File: src/rtl/rsnh_pkg.sv
// Shared types and constants for the ray-sphere nearest-hit block.
`timescale 1ns / 1ps
`default_nettype none
package rsnh_pkg;

   localparam int CSR_IDX_W   = 3;
   localparam int CSR_DATA_W  = 32;
   localparam int QUEUE_DEPTH = 4;
   localparam int QUEUE_PTR_W = $clog2(QUEUE_DEPTH);

   localparam logic [CSR_IDX_W-1:0] CSR_ORIGIN_X      = 3'd0;
   localparam logic [CSR_IDX_W-1:0] CSR_ORIGIN_Y      = 3'd1;
   localparam logic [CSR_IDX_W-1:0] CSR_ORIGIN_Z      = 3'd2;
   localparam logic [CSR_IDX_W-1:0] CSR_DIR_X         = 3'd3;
   localparam logic [CSR_IDX_W-1:0] CSR_DIR_Y         = 3'd4;
   localparam logic [CSR_IDX_W-1:0] CSR_DIR_Z         = 3'd5;
   localparam logic [CSR_IDX_W-1:0] CSR_SPHERE_RADIUS = 3'd6;
   localparam logic [CSR_IDX_W-1:0] CSR_MAX_RANGE     = 3'd7;

   localparam logic signed [17:0] DIR_Z_RESET     = 18'sd65536;
   localparam logic [23:0]        RADIUS_RESET    = 24'd1966;
   localparam logic [30:0]        MAX_RANGE_RESET = 31'd6553600;

   typedef struct packed {
      logic signed [31:0] origin_x;
      logic signed [31:0] origin_y;
      logic signed [31:0] origin_z;
      logic signed [17:0] dir_x;
      logic signed [17:0] dir_y;
      logic signed [17:0] dir_z;
      logic [23:0]        sphere_radius;
      logic [30:0]        max_range;
   } cfg_type;

   typedef struct packed {
      logic signed [32:0] off_x;
      logic signed [32:0] off_y;
      logic signed [32:0] off_z;
      logic [31:0]        cand_id;
      logic               test;
      logic               last;
   } entry_type;

   typedef enum logic [3:0] {
      ST_IDLE,
      ST_DOT_X,
      ST_DOT_Y,
      ST_DOT_Z,
      ST_SQ_X,
      ST_SQ_Y,
      ST_SQ_Z,
      ST_RAD_SQ,
      ST_B_SQ,
      ST_ROOT,
      ST_DECIDE,
      ST_FINISH
   } state_type;

endpackage
`default_nettype wire

File: src/rtl/rsnh_front.sv
// Front end: accepts candidates, forms the origin offsets and queues them.
`timescale 1ns / 1ps
`default_nettype none
module rsnh_front (
   input  wire logic                clock,
   input  wire logic                reset,
   input  wire rsnh_pkg::cfg_type   cfg,
   input  wire logic                req_valid,
   output logic                     req_stall,
   input  wire logic signed [31:0]  req_center_x,
   input  wire logic signed [31:0]  req_center_y,
   input  wire logic signed [31:0]  req_center_z,
   input  wire logic [31:0]         req_entity_id,
   input  wire logic                req_is_remote,
   input  wire logic                req_last,
   output logic                     q_valid,
   output rsnh_pkg::entry_type      q_entry,
   input  wire logic                q_pop
);
   import rsnh_pkg::*;

   entry_type                queue_ff [QUEUE_DEPTH];
   logic [QUEUE_PTR_W-1:0]   wr_ptr_ff, wr_ptr_in;
   logic [QUEUE_PTR_W-1:0]   rd_ptr_ff, rd_ptr_in;
   logic [QUEUE_PTR_W:0]     count_ff, count_in;
   entry_type                new_entry;
   logic                     push;
   logic                     pop;

   always_comb begin
      new_entry.off_x   = 33'(cfg.origin_x) - 33'(req_center_x);
      new_entry.off_y   = 33'(cfg.origin_y) - 33'(req_center_y);
      new_entry.off_z   = 33'(cfg.origin_z) - 33'(req_center_z);
      new_entry.cand_id = req_entity_id;
      new_entry.test    = req_is_remote;
      new_entry.last    = req_last;
   end

   assign req_stall = (count_ff == (QUEUE_PTR_W+1)'(QUEUE_DEPTH));
   assign push      = req_valid && !req_stall;
   assign q_valid   = (count_ff != '0);
   assign pop       = q_pop && q_valid;
   assign q_entry   = queue_ff[rd_ptr_ff];

   always_comb begin
      wr_ptr_in = push ? wr_ptr_ff + 1'b1 : wr_ptr_ff;
      rd_ptr_in = pop ? rd_ptr_ff + 1'b1 : rd_ptr_ff;
      count_in  = count_ff + (QUEUE_PTR_W+1)'(push) - (QUEUE_PTR_W+1)'(pop);
   end

   always_ff @(posedge clock) begin
      if (reset) begin
         wr_ptr_ff <= '0;
         rd_ptr_ff <= '0;
         count_ff  <= '0;
      end else begin
         wr_ptr_ff <= wr_ptr_in;
         rd_ptr_ff <= rd_ptr_in;
         count_ff  <= count_in;
      end
   end

   always_ff @(posedge clock) begin
      if (push) begin
         queue_ff[wr_ptr_ff] <= new_entry;
      end
   end

endmodule
`default_nettype wire

File: src/rtl/rsnh_mul.sv
// Iterative sign-magnitude multiplier that retires eight multiplier bits a cycle.
`timescale 1ns / 1ps
`default_nettype none
module rsnh_mul #(
   parameter int M_W = 38
) (
   input  wire logic               clock,
   input  wire logic               reset,
   input  wire logic               start,
   input  wire logic [M_W-1:0]     a_mag,
   input  wire logic [M_W-1:0]     b_mag,
   input  wire logic               neg,
   output logic                    done,
   output logic signed [2*M_W:0]   prod
);
   import rsnh_pkg::*;

   localparam int P_W    = 2 * M_W;
   localparam int DIGITS = (M_W + 7) / 8;
   localparam int CNT_W  = $clog2(DIGITS + 1);

   logic [P_W-1:0]   acc_ff, acc_in;
   logic [P_W-1:0]   a_ff, a_in;
   logic [M_W-1:0]   b_ff, b_in;
   logic             neg_ff, neg_in;
   logic [CNT_W-1:0] cnt_ff, cnt_in;
   logic             busy_ff, busy_in;
   logic             done_ff, done_in;

   always_comb begin
      acc_in  = acc_ff;
      a_in    = a_ff;
      b_in    = b_ff;
      neg_in  = neg_ff;
      cnt_in  = cnt_ff;
      busy_in = busy_ff;
      done_in = 1'b0;
      if (start) begin
         acc_in  = '0;
         a_in    = P_W'(a_mag);
         b_in    = b_mag;
         neg_in  = neg;
         cnt_in  = CNT_W'(DIGITS);
         busy_in = 1'b1;
      end else if (busy_ff) begin
         acc_in = acc_ff + P_W'(a_ff * b_ff[7:0]);
         a_in   = P_W'(a_ff << 8);
         b_in   = M_W'(b_ff >> 8);
         cnt_in = cnt_ff - 1'b1;
         if (cnt_ff == CNT_W'(1)) begin
            busy_in = 1'b0;
            done_in = 1'b1;
         end
      end
   end

   always_ff @(posedge clock) begin
      if (reset) begin
         busy_ff <= 1'b0;
         done_ff <= 1'b0;
         cnt_ff  <= '0;
      end else begin
         busy_ff <= busy_in;
         done_ff <= done_in;
         cnt_ff  <= cnt_in;
      end
   end

   always_ff @(posedge clock) begin
      acc_ff <= acc_in;
      a_ff   <= a_in;
      b_ff   <= b_in;
      neg_ff <= neg_in;
   end

   assign done = done_ff;
   assign prod = neg_ff ? -$signed({1'b0, acc_ff}) : $signed({1'b0, acc_ff});

endmodule
`default_nettype wire

File: src/rtl/rsnh_sqrt.sv
// Restoring integer square root that settles one root bit a cycle.
`timescale 1ns / 1ps
`default_nettype none
module rsnh_sqrt #(
   parameter int H_W = 78,
   parameter int S_W = 39
) (
   input  wire logic            clock,
   input  wire logic            reset,
   input  wire logic            start,
   input  wire logic [H_W-1:0]  radicand,
   output logic                 done,
   output logic [S_W-1:0]       root
);
   import rsnh_pkg::*;

   localparam int CNT_W = $clog2(S_W + 1);

   logic [H_W-1:0]   x_ff, x_in;
   logic [S_W+1:0]   rem_ff, rem_in;
   logic [S_W-1:0]   root_ff, root_in;
   logic [CNT_W-1:0] cnt_ff, cnt_in;
   logic             busy_ff, busy_in;
   logic             done_ff, done_in;
   logic [S_W+3:0]   rem_sh;
   logic [S_W+3:0]   trial;

   always_comb begin
      rem_sh  = {rem_ff, x_ff[H_W-1:H_W-2]};
      trial   = {2'b00, root_ff, 2'b01};
      x_in    = x_ff;
      rem_in  = rem_ff;
      root_in = root_ff;
      cnt_in  = cnt_ff;
      busy_in = busy_ff;
      done_in = 1'b0;
      if (start) begin
         x_in    = radicand;
         rem_in  = '0;
         root_in = '0;
         cnt_in  = CNT_W'(S_W);
         busy_in = 1'b1;
      end else if (busy_ff) begin
         x_in   = H_W'(x_ff << 2);
         cnt_in = cnt_ff - 1'b1;
         if (rem_sh >= trial) begin
            rem_in  = (S_W+2)'(rem_sh - trial);
            root_in = {root_ff[S_W-2:0], 1'b1};
         end else begin
            rem_in  = (S_W+2)'(rem_sh);
            root_in = {root_ff[S_W-2:0], 1'b0};
         end
         if (cnt_ff == CNT_W'(1)) begin
            busy_in = 1'b0;
            done_in = 1'b1;
         end
      end
   end

   always_ff @(posedge clock) begin
      if (reset) begin
         busy_ff <= 1'b0;
         done_ff <= 1'b0;
         cnt_ff  <= '0;
      end else begin
         busy_ff <= busy_in;
         done_ff <= done_in;
         cnt_ff  <= cnt_in;
      end
   end

   always_ff @(posedge clock) begin
      x_ff    <= x_in;
      rem_ff  <= rem_in;
      root_ff <= root_in;
   end

   assign done = done_ff;
   assign root = root_ff;

endmodule
`default_nettype wire

File: src/rtl/rsnh_back.sv
// Back end: sequences the sphere test, keeps the nearest hit and holds the result.
`timescale 1ns / 1ps
`default_nettype none
module rsnh_back #(
   parameter int FRAC_BITS = 16
) (
   input  wire logic                clock,
   input  wire logic                reset,
   input  wire rsnh_pkg::cfg_type   cfg,
   input  wire logic                q_valid,
   input  wire rsnh_pkg::entry_type q_entry,
   output logic                     q_pop,
   output logic                     rsp_valid,
   input  wire logic                rsp_stall,
   output logic                     rsp_hit_found,
   output logic [31:0]              rsp_hit_id,
   output logic [30:0]              rsp_hit_distance
);
   import rsnh_pkg::*;

   localparam int DOT_W = 53;
   localparam int B_W   = 54 - FRAC_BITS;
   localparam int M_W   = (B_W > 33) ? B_W : 33;
   localparam int P_W   = 2 * M_W;
   localparam int H_W   = P_W + 2;
   localparam int S_W   = H_W / 2;
   localparam int T_W   = S_W + 2;

   state_type               state_ff, state_in;
   logic                    launch_ff;
   entry_type               cur_ff;
   logic signed [DOT_W-1:0] dot_ff;
   logic signed [H_W-1:0]   hacc_ff;
   logic [30:0]             best_dist_ff;
   logic [31:0]             best_id_ff;
   logic                    any_hit_ff;
   logic                    rsp_valid_ff;
   logic                    rsp_found_ff;
   logic [31:0]             rsp_id_ff;
   logic [30:0]             rsp_dist_ff;

   logic                    mul_start;
   logic [M_W-1:0]          mul_a;
   logic [M_W-1:0]          mul_b;
   logic                    mul_neg;
   logic                    mul_done;
   logic signed [P_W:0]     mul_prod;
   logic                    sqrt_start;
   logic                    sqrt_done;
   logic [S_W-1:0]          sqrt_root;

   logic signed [M_W:0]     ox_e, oy_e, oz_e;
   logic signed [M_W:0]     dx_e, dy_e, dz_e;
   logic signed [M_W:0]     b_e;
   logic [M_W-1:0]          ox_m, oy_m, oz_m, dx_m, dy_m, dz_m, b_m;
   logic signed [B_W-1:0]   b_s;
   logic signed [T_W-1:0]   b_t, s_t, t1, t2, t_sel;
   logic [30:0]             limit;
   logic                    hit_ok;
   logic                    out_free;
   logic                    emit;

   always_comb begin
      ox_e = (M_W+1)'(cur_ff.off_x);
      oy_e = (M_W+1)'(cur_ff.off_y);
      oz_e = (M_W+1)'(cur_ff.off_z);
      dx_e = (M_W+1)'(cfg.dir_x);
      dy_e = (M_W+1)'(cfg.dir_y);
      dz_e = (M_W+1)'(cfg.dir_z);
      b_s  = B_W'(dot_ff >>> FRAC_BITS);
      b_e  = (M_W+1)'(b_s);
      ox_m = ox_e[M_W] ? M_W'(-ox_e) : M_W'(ox_e);
      oy_m = oy_e[M_W] ? M_W'(-oy_e) : M_W'(oy_e);
      oz_m = oz_e[M_W] ? M_W'(-oz_e) : M_W'(oz_e);
      dx_m = dx_e[M_W] ? M_W'(-dx_e) : M_W'(dx_e);
      dy_m = dy_e[M_W] ? M_W'(-dy_e) : M_W'(dy_e);
      dz_m = dz_e[M_W] ? M_W'(-dz_e) : M_W'(dz_e);
      b_m  = b_e[M_W] ? M_W'(-b_e) : M_W'(b_e);
   end

   always_comb begin
      b_t   = T_W'(b_s);
      s_t   = $signed({{(T_W-S_W){1'b0}}, sqrt_root});
      t1    = -b_t - s_t;
      t2    = -b_t + s_t;
      t_sel = t1[T_W-1] ? t2 : t1;
      limit = any_hit_ff ? best_dist_ff : cfg.max_range;
      hit_ok = !hacc_ff[H_W-1] && !t_sel[T_W-1]
               && ($unsigned(t_sel) < T_W'(limit));
   end

   assign out_free = !rsp_valid_ff || !rsp_stall;
   assign emit     = (state_ff == ST_FINISH) && cur_ff.last && out_free;

   always_comb begin
      state_in = state_ff;
      case (state_ff)
         ST_IDLE: begin
            if (q_valid) begin
               state_in = q_entry.test ? ST_DOT_X : ST_FINISH;
            end
         end
         ST_DOT_X:  if (mul_done) state_in = ST_DOT_Y;
         ST_DOT_Y:  if (mul_done) state_in = ST_DOT_Z;
         ST_DOT_Z:  if (mul_done) state_in = ST_SQ_X;
         ST_SQ_X:   if (mul_done) state_in = ST_SQ_Y;
         ST_SQ_Y:   if (mul_done) state_in = ST_SQ_Z;
         ST_SQ_Z:   if (mul_done) state_in = ST_RAD_SQ;
         ST_RAD_SQ: if (mul_done) state_in = ST_B_SQ;
         ST_B_SQ:   if (mul_done) state_in = ST_ROOT;
         ST_ROOT:   if (sqrt_done) state_in = ST_DECIDE;
         ST_DECIDE: state_in = ST_FINISH;
         ST_FINISH: begin
            if (!cur_ff.last || out_free) begin
               state_in = ST_IDLE;
            end
         end
         default:   state_in = ST_IDLE;
      endcase
   end

   always_comb begin
      q_pop      = 1'b0;
      mul_start  = 1'b0;
      mul_a      = ox_m;
      mul_b      = dx_m;
      mul_neg    = ox_e[M_W] ^ dx_e[M_W];
      sqrt_start = 1'b0;
      case (state_ff)
         ST_IDLE: q_pop = 1'b1;
         ST_DOT_X: begin
            mul_start = launch_ff;
         end
         ST_DOT_Y: begin
            mul_start = launch_ff;
            mul_a     = oy_m;
            mul_b     = dy_m;
            mul_neg   = oy_e[M_W] ^ dy_e[M_W];
         end
         ST_DOT_Z: begin
            mul_start = launch_ff;
            mul_a     = oz_m;
            mul_b     = dz_m;
            mul_neg   = oz_e[M_W] ^ dz_e[M_W];
         end
         ST_SQ_X: begin
            mul_start = launch_ff;
            mul_b     = ox_m;
            mul_neg   = 1'b0;
         end
         ST_SQ_Y: begin
            mul_start = launch_ff;
            mul_a     = oy_m;
            mul_b     = oy_m;
            mul_neg   = 1'b0;
         end
         ST_SQ_Z: begin
            mul_start = launch_ff;
            mul_a     = oz_m;
            mul_b     = oz_m;
            mul_neg   = 1'b0;
         end
         ST_RAD_SQ: begin
            mul_start = launch_ff;
            mul_a     = M_W'(cfg.sphere_radius);
            mul_b     = M_W'(cfg.sphere_radius);
            mul_neg   = 1'b0;
         end
         ST_B_SQ: begin
            mul_start = launch_ff;
            mul_a     = b_m;
            mul_b     = b_m;
            mul_neg   = 1'b0;
         end
         ST_ROOT: sqrt_start = launch_ff;
         default: q_pop = 1'b0;
      endcase
   end

   always_ff @(posedge clock) begin
      if (reset) begin
         state_ff     <= ST_IDLE;
         launch_ff    <= 1'b0;
         best_dist_ff <= MAX_RANGE_RESET;
         best_id_ff   <= '0;
         any_hit_ff   <= 1'b0;
         rsp_valid_ff <= 1'b0;
      end else begin
         state_ff  <= state_in;
         launch_ff <= (state_in != state_ff);
         if ((state_ff == ST_DECIDE) && hit_ok) begin
            best_dist_ff <= 31'(t_sel);
            best_id_ff   <= cur_ff.cand_id;
            any_hit_ff   <= 1'b1;
         end else if (emit) begin
            best_dist_ff <= cfg.max_range;
            best_id_ff   <= '0;
            any_hit_ff   <= 1'b0;
         end
         if (emit) begin
            rsp_valid_ff <= 1'b1;
         end else if (!rsp_stall) begin
            rsp_valid_ff <= 1'b0;
         end
      end
   end

   always_ff @(posedge clock) begin
      if ((state_ff == ST_IDLE) && q_valid) begin
         cur_ff  <= q_entry;
         dot_ff  <= '0;
         hacc_ff <= '0;
      end else if (mul_done) begin
         case (state_ff)
            ST_DOT_X, ST_DOT_Y, ST_DOT_Z: dot_ff <= dot_ff + DOT_W'(mul_prod);
            ST_SQ_X, ST_SQ_Y, ST_SQ_Z:    hacc_ff <= hacc_ff - H_W'(mul_prod);
            ST_RAD_SQ, ST_B_SQ:           hacc_ff <= hacc_ff + H_W'(mul_prod);
            default:                      hacc_ff <= hacc_ff;
         endcase
      end
      if (emit) begin
         rsp_found_ff <= any_hit_ff;
         rsp_id_ff    <= any_hit_ff ? best_id_ff : '0;
         rsp_dist_ff  <= any_hit_ff ? best_dist_ff : '0;
      end
   end

   rsnh_mul #(.M_W(M_W)) u_mul (
      .clock (clock),
      .reset (reset),
      .start (mul_start),
      .a_mag (mul_a),
      .b_mag (mul_b),
      .neg   (mul_neg),
      .done  (mul_done),
      .prod  (mul_prod)
   );

   rsnh_sqrt #(.H_W(H_W), .S_W(S_W)) u_sqrt (
      .clock    (clock),
      .reset    (reset),
      .start    (sqrt_start),
      .radicand (H_W'(hacc_ff)),
      .done     (sqrt_done),
      .root     (sqrt_root)
   );

   assign rsp_valid        = rsp_valid_ff;
   assign rsp_hit_found    = rsp_found_ff;
   assign rsp_hit_id       = rsp_id_ff;
   assign rsp_hit_distance = rsp_dist_ff;

endmodule
`default_nettype wire

File: src/rtl/ray_sphere_nearest_hit.sv
// Top level of the ray-sphere nearest-hit block: configuration registers and units.
//
// Candidate centres arrive one per transaction on the req_ channel; the item
// marked last closes a list and produces exactly one transaction on rsp_ with
// the hit flag, the nearest id and its distance along the ray.
// The ray is to be set through the csr_ write port only while the block is idle; the block does not enforce this.
// The front end forms origin offsets and holds up to four candidates in a
// queue, so req_stall rises only when that queue is full.
// The back end tests one candidate at a time on a shared 8-bit-per-cycle
// multiplier (eight products) and a one-bit-per-cycle square root.
// The multiplier operand width is M = max(54 - FRAC_BITS, 33), and a candidate
// that is not remote skips the products and the square root.
// Results sit in an output register; while rsp_stall is high the result holds
// and the back end waits before closing another list, while the front end
// keeps accepting until its queue fills.
// Synchronous reset restores the register defaults, empties the queue and
// clears the running best and any pending result.
`timescale 1ns / 1ps
`default_nettype none
module ray_sphere_nearest_hit #(
   parameter int FRAC_BITS = 16
) (
   input  wire logic                               clock,
   input  wire logic                               reset,
   input  wire logic                               req_valid,
   output logic                                    req_stall,
   input  wire logic signed [31:0]                 req_center_x,
   input  wire logic signed [31:0]                 req_center_y,
   input  wire logic signed [31:0]                 req_center_z,
   input  wire logic [31:0]                        req_entity_id,
   input  wire logic                               req_is_remote,
   input  wire logic                               req_last,
   output logic                                    rsp_valid,
   input  wire logic                               rsp_stall,
   output logic                                    rsp_hit_found,
   output logic [31:0]                             rsp_hit_id,
   output logic [30:0]                             rsp_hit_distance,
   input  wire logic                               csr_we,
   input  wire logic [rsnh_pkg::CSR_IDX_W-1:0]     csr_index,
   input  wire logic [rsnh_pkg::CSR_DATA_W-1:0]    csr_wdata
);
   import rsnh_pkg::*;

   cfg_type   cfg_ff;
   logic      q_valid;
   entry_type q_entry;
   logic      q_pop;

   always_ff @(posedge clock) begin
      if (reset) begin
         cfg_ff.origin_x      <= '0;
         cfg_ff.origin_y      <= '0;
         cfg_ff.origin_z      <= '0;
         cfg_ff.dir_x         <= '0;
         cfg_ff.dir_y         <= '0;
         cfg_ff.dir_z         <= DIR_Z_RESET;
         cfg_ff.sphere_radius <= RADIUS_RESET;
         cfg_ff.max_range     <= MAX_RANGE_RESET;
      end else if (csr_we) begin
         case (csr_index)
            CSR_ORIGIN_X:      cfg_ff.origin_x      <= csr_wdata;
            CSR_ORIGIN_Y:      cfg_ff.origin_y      <= csr_wdata;
            CSR_ORIGIN_Z:      cfg_ff.origin_z      <= csr_wdata;
            CSR_DIR_X:         cfg_ff.dir_x         <= csr_wdata[17:0];
            CSR_DIR_Y:         cfg_ff.dir_y         <= csr_wdata[17:0];
            CSR_DIR_Z:         cfg_ff.dir_z         <= csr_wdata[17:0];
            CSR_SPHERE_RADIUS: cfg_ff.sphere_radius <= csr_wdata[23:0];
            CSR_MAX_RANGE:     cfg_ff.max_range     <= csr_wdata[30:0];
            default:           cfg_ff               <= cfg_ff;
         endcase
      end
   end

   rsnh_front u_front (
      .clock         (clock),
      .reset         (reset),
      .cfg           (cfg_ff),
      .req_valid     (req_valid),
      .req_stall     (req_stall),
      .req_center_x  (req_center_x),
      .req_center_y  (req_center_y),
      .req_center_z  (req_center_z),
      .req_entity_id (req_entity_id),
      .req_is_remote (req_is_remote),
      .req_last      (req_last),
      .q_valid       (q_valid),
      .q_entry       (q_entry),
      .q_pop         (q_pop)
   );

   rsnh_back #(.FRAC_BITS(FRAC_BITS)) u_back (
      .clock            (clock),
      .reset            (reset),
      .cfg              (cfg_ff),
      .q_valid          (q_valid),
      .q_entry          (q_entry),
      .q_pop            (q_pop),
      .rsp_valid        (rsp_valid),
      .rsp_stall        (rsp_stall),
      .rsp_hit_found    (rsp_hit_found),
      .rsp_hit_id       (rsp_hit_id),
      .rsp_hit_distance (rsp_hit_distance)
   );

endmodule
`default_nettype wire

File: config.mk
export PLATFORM = sky130hd
export DESIGN_NAME = ray_sphere_nearest_hit
export DESIGN_NICKNAME = d
export VERILOG_FILES = /design/src/rtl/rsnh_pkg.sv /design/src/rtl/rsnh_front.sv /design/src/rtl/rsnh_mul.sv /design/src/rtl/rsnh_sqrt.sv /design/src/rtl/rsnh_back.sv /design/src/rtl/ray_sphere_nearest_hit.sv
export SDC_FILE = /design/constraint.sdc
export NUM_CORES = 2
export LEC_CHECK = 0
export BUFFER_PORTS_ARGS = -buffer_cell sky130_fd_sc_hd__buf_2
export CAP_MARGIN = 20
export CORE_ASPECT_RATIO = 1.25
export CORE_MARGIN = 4
export CORE_UTILIZATION = 64
export DETAILED_ROUTE_END_ITERATION = 8
export PLACE_DENSITY = 0.81
export SLEW_MARGIN = 20
export SYNTH_ARGS = -nofsm -noshare
export SYNTH_HDL_FRONTEND = slang
export SYNTH_SLANG_ARGS = --single-unit
export TNS_END_PERCENT = 5
File: constraint.sdc
create_clock -name clock -period 10.7 [get_ports clock]
set_input_delay 0.535 -clock clock [delete_from_list [all_inputs] [get_ports clock]]
set_output_delay 0.535 -clock clock [all_outputs]
set_load 0.01 [all_outputs]
After elaboration in Yosys (flattened, before gate mapping). Memories as Yosys holds them, arrays and structs flattened. A register that Yosys moved wholly into a read port is not among the register bits. Index checks and enable logic that the tools add are counted.

Output and inout port bits: 66. Bits of input ports: 170. Bits in writable memories: 532. Register bits: 971. Memories kept: 1.

Memory list: u_front.queue_ff (words 4, bits a word 133, read ports 1, clocked after Yosys merged registers in 1, wr ports 1, RTL line rsnh_front.sv:22) `entry_type queue_ff [QUEUE_DEPTH];`.

Muxes and demuxes: 62. $add $sub $neg: 25. Multipliers: 1. Equal/unequal tests: 23. $lt $le $gt $ge: 2. Reduce and logical (&&, ||, !) cells: 44. Bitwise logic cells: 5.

Operator list (number): $mux 38 (11); $pmux 38 s7 (1); $mux 78 (2); $pmux 78 s2 (1); $pmux 38 s4 (1); $neg 18->38 (3); $neg 33->38 (3); $sub 32x32->33 (3); $mux 31 (3); $mux 41 (2); $add 78x77->78 (1); $sub 78x77->78 (1); $mux 77 (1); $neg 76->77 (1); $add 76x76->76 (1); $mul 76x8->76 (1); $mux 32 (2); $add 53x53->53 (1); $mux 4 (12); $pmux 4 s12 (1); $ge 43x41->1 (1); $add 41x40->41 (1); $lt 41x31->1 (1); $neg 37->41 (1); 37 further kinds (106).

Longest topological paths before layout.
Depth after elaboration: 8. Depth in mapped cells: 40.

Hierarchy. From an unflattened synthesis, not the netlist that was laid out.

Cell total of the unflattened synthesis: 10674. Area, all modules: 105123.3 um^2.

By module, submodules not included: rsnh_back (area each 34046.4 um^2, cells an instance 4273, instances 1, seq. area each 9909.5 um^2); rsnh_mul (area each 29045.4 um^2, cells an instance 3232, instances 1, seq. area each 4694.5 um^2); rsnh_front (area each 24649.9 um^2, cells an instance 1509, instances 1, seq. area each 16155.5 um^2); rsnh_sqrt (area each 9281.4 um^2, cells an instance 924, instances 1, seq. area each 4103.9 um^2); ray_sphere_nearest_hit (area each 8100.3 um^2, cells an instance 736, instances 1, seq. area each 4103.9 um^2).

Least setup slack after synthesis. OpenSTA, ideal clock, no wires.

Path kind: flip-flop to flip-flop. Start: reg u_back.dot_ff[23]. End: reg u_back.best_dist_ff[24]. Stages on the path, launching flop included: 39. Data arrival time: 8.241 ns. Clock period less this slack: 8.312 ns. Path buffers: 6. Setup time: 0.071 ns. Setup slack: 2.388 ns. Data required time: 10.629 ns. Cells stage by stage: dfxtp_1 clkbuf_1 or4_1 or4_1 or2_2 or3_1 or3_1 or3_1 xor2_1 ha_1 clkbuf_1 nand4_1 nor2_1 nand2_1 o21ba_2 o21ai_0 a31oi_2 xnor2_2 (+3 left out) xnor2_1 ha_1 a211oi_1 nor2_1 o21ai_0 nand3_1 nor3_1 o21ai_0 a21o_1 a21oi_1 nand4_1 nor4_1 a32o_1 and4_1 buf_2 buf_4 a22oi_1 a21oi_1.

Word-level cells in the longest chain between the ends: 8.

RTL lines: start, declared (RTL line rsnh_back.sv:32) `logic signed [DOT_W-1:0] dot_ff;`; start signal, assigned (RTL line rsnh_back.sv:215) `ST_DOT_X, ST_DOT_Y, ST_DOT_Z: dot_ff <= dot_ff + DOT_W'(mul_prod);`; $neg 37->41 * (RTL line rsnh_back.sv:84, rsnh_back.sv:85); $add 41x40->41 / $sub 41x40->41 (equally long branches) (RTL line rsnh_back.sv:85, rsnh_back.sv:84); $mux 41 * (RTL line rsnh_back.sv:86) `t_sel = t1[T_W-1] ? t2 : t1;`; branches (longest 5 deep; another with $lt 41x31->1); end signal, assigned (RTL line rsnh_back.sv:192) `best_dist_ff <= 31'(t_sel);`; end signal, assigned (RTL line rsnh_back.sv:196) `best_dist_ff <= cfg.max_range;`; end, declared (RTL line rsnh_back.sv:34) `logic [30:0] best_dist_ff;`.

Mark *: on every way between the ends. A chain may end at the register's enable or synchronous reset.

Final worst setup path.
Start: reg u_back.dot_ff[23]. End: reg u_back.best_id_ff[2].

Word-level cells in the longest chain between the ends: 8.

RTL lines: $neg 37->41 * (RTL line rsnh_back.sv:84, rsnh_back.sv:85); $add 41x40->41 / $sub 41x40->41 (equally long branches) (RTL line rsnh_back.sv:85, rsnh_back.sv:84); $mux 41 * (RTL line rsnh_back.sv:86); branches (longest 2 deep; another with $lt 41x31->1); $logic_and 1x1->1 * (RTL line rsnh_back.sv:89) `&& ($unsigned(t_sel) < T_W'(limit));`; $logic_and 1x1->1 * (RTL line rsnh_back.sv:191) `if ((state_ff == ST_DECIDE) && hit_ok) begin`; $mux 32 / $reduce_bool 2->1 (equally long branches); end signal, assigned (RTL line rsnh_back.sv:193) `best_id_ff <= cur_ff.cand_id;`; end, declared (RTL line rsnh_back.sv:35) `logic [31:0] best_id_ff;`.

Marks and branches as above.

==> flow_metrics.env <==
export IMPL_cts_resized_gates=0
export IMPL_setup_violations=0
export IMPL_fin_nets=11729
export IMPL_hold_path_class="input pin to flop"
export IMPL_syn_avg_cell_area_um2=9.531
export IMPL_cp_slowest_stage_delay_ns=0.58
export IMPL_yosysWarnings=0
export IMPL_clock_skew_ns=0.05858
export IMPL_synth_edf_count=883
export IMPL_synth_ff_type="edfxtp_1"
export IMPL_status="finished, final reports clean"
export IMPL_synth_area_leaders="edfxtp_1, dfxtp_1, fa_1, nand2_1, ha_1"
export IMPL_endpoint_kind="flop"
export IMPL_post_cts_buffers=0
export IMPL_drive_gt1_share_pct=7.677
export IMPL_period_needed_ns=9.795
export IMPL_fmax_mhz=102.1
export IMPL_globalRoute_totalOverflow=0
export IMPL_rsz0062_at_grt="no"
export IMPL_drt_iter0_markers=8954
export IMPL_worstPathArrival_ns=10.54
export IMPL_worstSetupPathType="flop to flop"
export IMPL_slew_viol_final=0
export IMPL_yosysMostFrequentCell="nand2_1"
export IMPL_coreArea_um2=157900
export IMPL_synthAdderAreaFrac_pct=15.79
export IMPL_tritoncts="done"
export IMPL_ios=236
export IMPL_viasPerCell=6.502
export IMPL_multi_input_comb_area_um2=57780
export IMPL_stdcell_area_um2=109800
export IMPL_ys_seq_area_share_pct=38.34
export IMPL_yosys_area_top_type="edfxtp_1"
export IMPL_finalWirelength_um=337000
export IMPL_synth_simple_area_share_pct=16.02
export IMPL_ys_ff_latch=1505
export IMPL_dp_hpwl_um=241200
export IMPL_syn_to_final_growth_pct=8.065
export IMPL_max_cap_violations=0
export IMPL_synth_top_family_by_area="simple AND/OR/NAND/NOR gates"
export IMPL_ant_nets=0
export IMPL_die_w_um=364.4
export IMPL_crit_top_cell="o21ai_0"
export IMPL_die_area_um2=165300
export IMPL_rows=163
export IMPL_clockRootBuffer="clkbuf_16"
export IMPL_syn_nets=11814
export IMPL_crit_slowest_cell="or4_1"
export IMPL_avgRoutedWirePerCell_um=26.37
export IMPL_synth_cells=10663
export IMPL_period_share_pct=91.54
export IMPL_grt_usage_pct=40.29
export IMPL_synth_top_cell_area_share_pct=26.09
export IMPL_cts_hold_repair_buffers=35
export IMPL_clkTransAtPathRegs_ns=0.07
export IMPL_yosysUniqueCellTypes=116
export IMPL_dpl_cell_area_um2=103900
export IMPL_clock_sinks=1505
export IMPL_slew_headroom_pct=19.35
export IMPL_routabilityCongestion=1.040
export IMPL_required_ns=11.45
export IMPL_die_h_um=453.5
export IMPL_regArea_um2=38980
export IMPL_synth_compound_area_share_pct=14.20
export IMPL_grt_pass1_vias=81921
export IMPL_tns_ns=0
export IMPL_fin_util_pct=69.57
export IMPL_cts_buffer_depth=3
export IMPL_critPathMaxFanout=61
export IMPL_antenna_found_initial=9
export IMPL_insertion_delay_ns=0.85
export IMPL_route_detailed_drc=0
export IMPL_nFillCells=11711
export IMPL_dr_pass1_iters=6
export IMPL_syn_cell_area_um2=101600
export IMPL_async_reset_ff_share_pct=0
export IMPL_grt_start_max_net_pins=116
export IMPL_synthXorXnorAreaFrac_pct=5.997
export IMPL_grt_pass1_wl_um=503700
export IMPL_startpoint_type="flop"
export IMPL_initial_utilization_pct=64.38
export IMPL_synth_mux_area_share_pct=4.683
export IMPL_hold_viol=0
export IMPL_cts_made_buffers=154
export IMPL_io_buffers=235
export IMPL_vias=83098
export IMPL_yosys_top_cells_count="nand2_1, a21oi_1, edfxtp_1"
export IMPL_worst_pin_slew_ns=1.210
export IMPL_htree_levels=4
## cells in the final DEF (no fill, tap or decap), types with 53 or more instances in the layout
master / netlist / layout
xor2_1: 282 / 282
inv_1: 708 / 706
o21a_1: 59 / 59
ha_1: 479 / 479
nand2b_1: 81 / 79
mux4_2: 133 / 133
mux2i_1: 174 / 174
o31ai_1: 94 / 93
and3_1: 54 / 53
dfxtp_1: 622 / 617
buf_4: 5 / 92
a31oi_1: 65 / 65
a21o_1: 217 / 217
a211oi_1: 56 / 56
or3_1: 87 / 87
nand2_1: 1637 / 1636
xnor2_1: 412 / 412
and2_1: 324 / 320
a21oi_1: 892 / 891
nand4_1: 77 / 77
fa_1: 502 / 502
nor2b_1: 83 / 83
o21bai_1: 66 / 66
clkbuf_16: 0 / 155
o21ai_0: 456 / 454
nor3_1: 135 / 130
edfxtp_1: 883 / 883
o22ai_1: 71 / 71
nand3_1: 192 / 190
nor2_1: 645 / 639
buf_2: 12 / 234
## metal layers
layer  GRT usage (%)  up-vias  part of all wire, %
met5               0        -               0.0083
met4           29.70        4                  9.1
met3           7.198     1186                  8.1
met2           66.50     4544                   48
met1           47.28    40420                   35
li1                -    36944                    -
## cell type report
cell class	count	share of cell area (%)
repair buffers	367	2.110
multi-input cells	7839	52.61
flip-flops and latches	1505	35.50
clock inverters	103	1.281
diodes	10	0.02279
inverters	711	2.441
well taps	2062	2.349
clock buffers	183	3.691
## state kept, by name, summed over array words and instances, names as in the netlist, 4 cells and up, named ones only
| signal | flops |
|---|---|
| u_front.queue_ff | 532 |
| cfg_ff | 205 |
| u_back.cur_ff | 132 |
| u_back.hacc_ff | 78 |
| u_back.u_sqrt.x_ff | 78 |
| u_back.u_mul.a_ff | 76 |
| u_back.u_mul.acc_ff | 76 |
| u_back.dot_ff | 53 |
| u_back.u_sqrt.rem_ff | 41 |
| u_back.u_sqrt.root | 39 |
| u_back.u_mul.b_ff | 38 |
| u_back.best_id_ff | 32 |
| u_back.rsp_hit_id | 32 |
| u_back.best_dist_ff | 31 |
| u_back.rsp_hit_distance | 31 |
| u_back.u_sqrt.cnt_ff | 6 |
| u_back.state_ff | 4 |
## final timing paths
| kind | from | to | slack, ns | cells after the start |
|---|---|---|---|---|
| setup / recovery | u_back.dot_ff[23] | u_back.best_id_ff[2] | 0.90 | 34 |
| hold / removal | csr_wdata[31] | cfg_ff[140] | 0.10 | 3 |
| setup reg to reg | u_back.dot_ff[23] | u_back.best_id_ff[2] | 0.90 | 34 |
| hold reg to reg | cfg_ff[119] | cfg_ff[119] | 0.46 | 2 |
## cells by family (layout without fill, tap and decap cells)
logic type,count (synthesis),after routing
AND/OR/NAND/NOR,3528,3528
AO/OA/AOI/OAI,2326,2326
multiplexers,309,309
XOR/XNOR,695,695
other,0,10
flip-flops,1505,1505
adder cells (fa/ha/maj),981,981
buffers and inverters,1319,1364
## stage by stage
step	worst slack, ns	hold WS (ns)	cells
2_1_floorplan	2.388	0.4360	10663
3_3_place_gp	1.228	0.4443	12447
3_5_place_dp	1.102	0.4493	12447
4_1_cts	1.049	0.05526	12768
5_1_grt	0.3443	0.06432	12771
6_report	0.9049	0.1048	12780
## critical path, delay by kind of cell (launching register included)
kind                       cells  cell delay, ns
adders and majority gates      2            0.78
xor gates and xnor gates       3            0.82
buffers and inverters          2            0.63
and+or+nand+nor               14            4.05
DFF                            1            0.40
muxes                          1            0.25
AOI/OAI and AO/OA             12            2.72
Power is not shown: default switching activity piles up to over one toggle a cycle in this logic, so the estimate is an artifact.
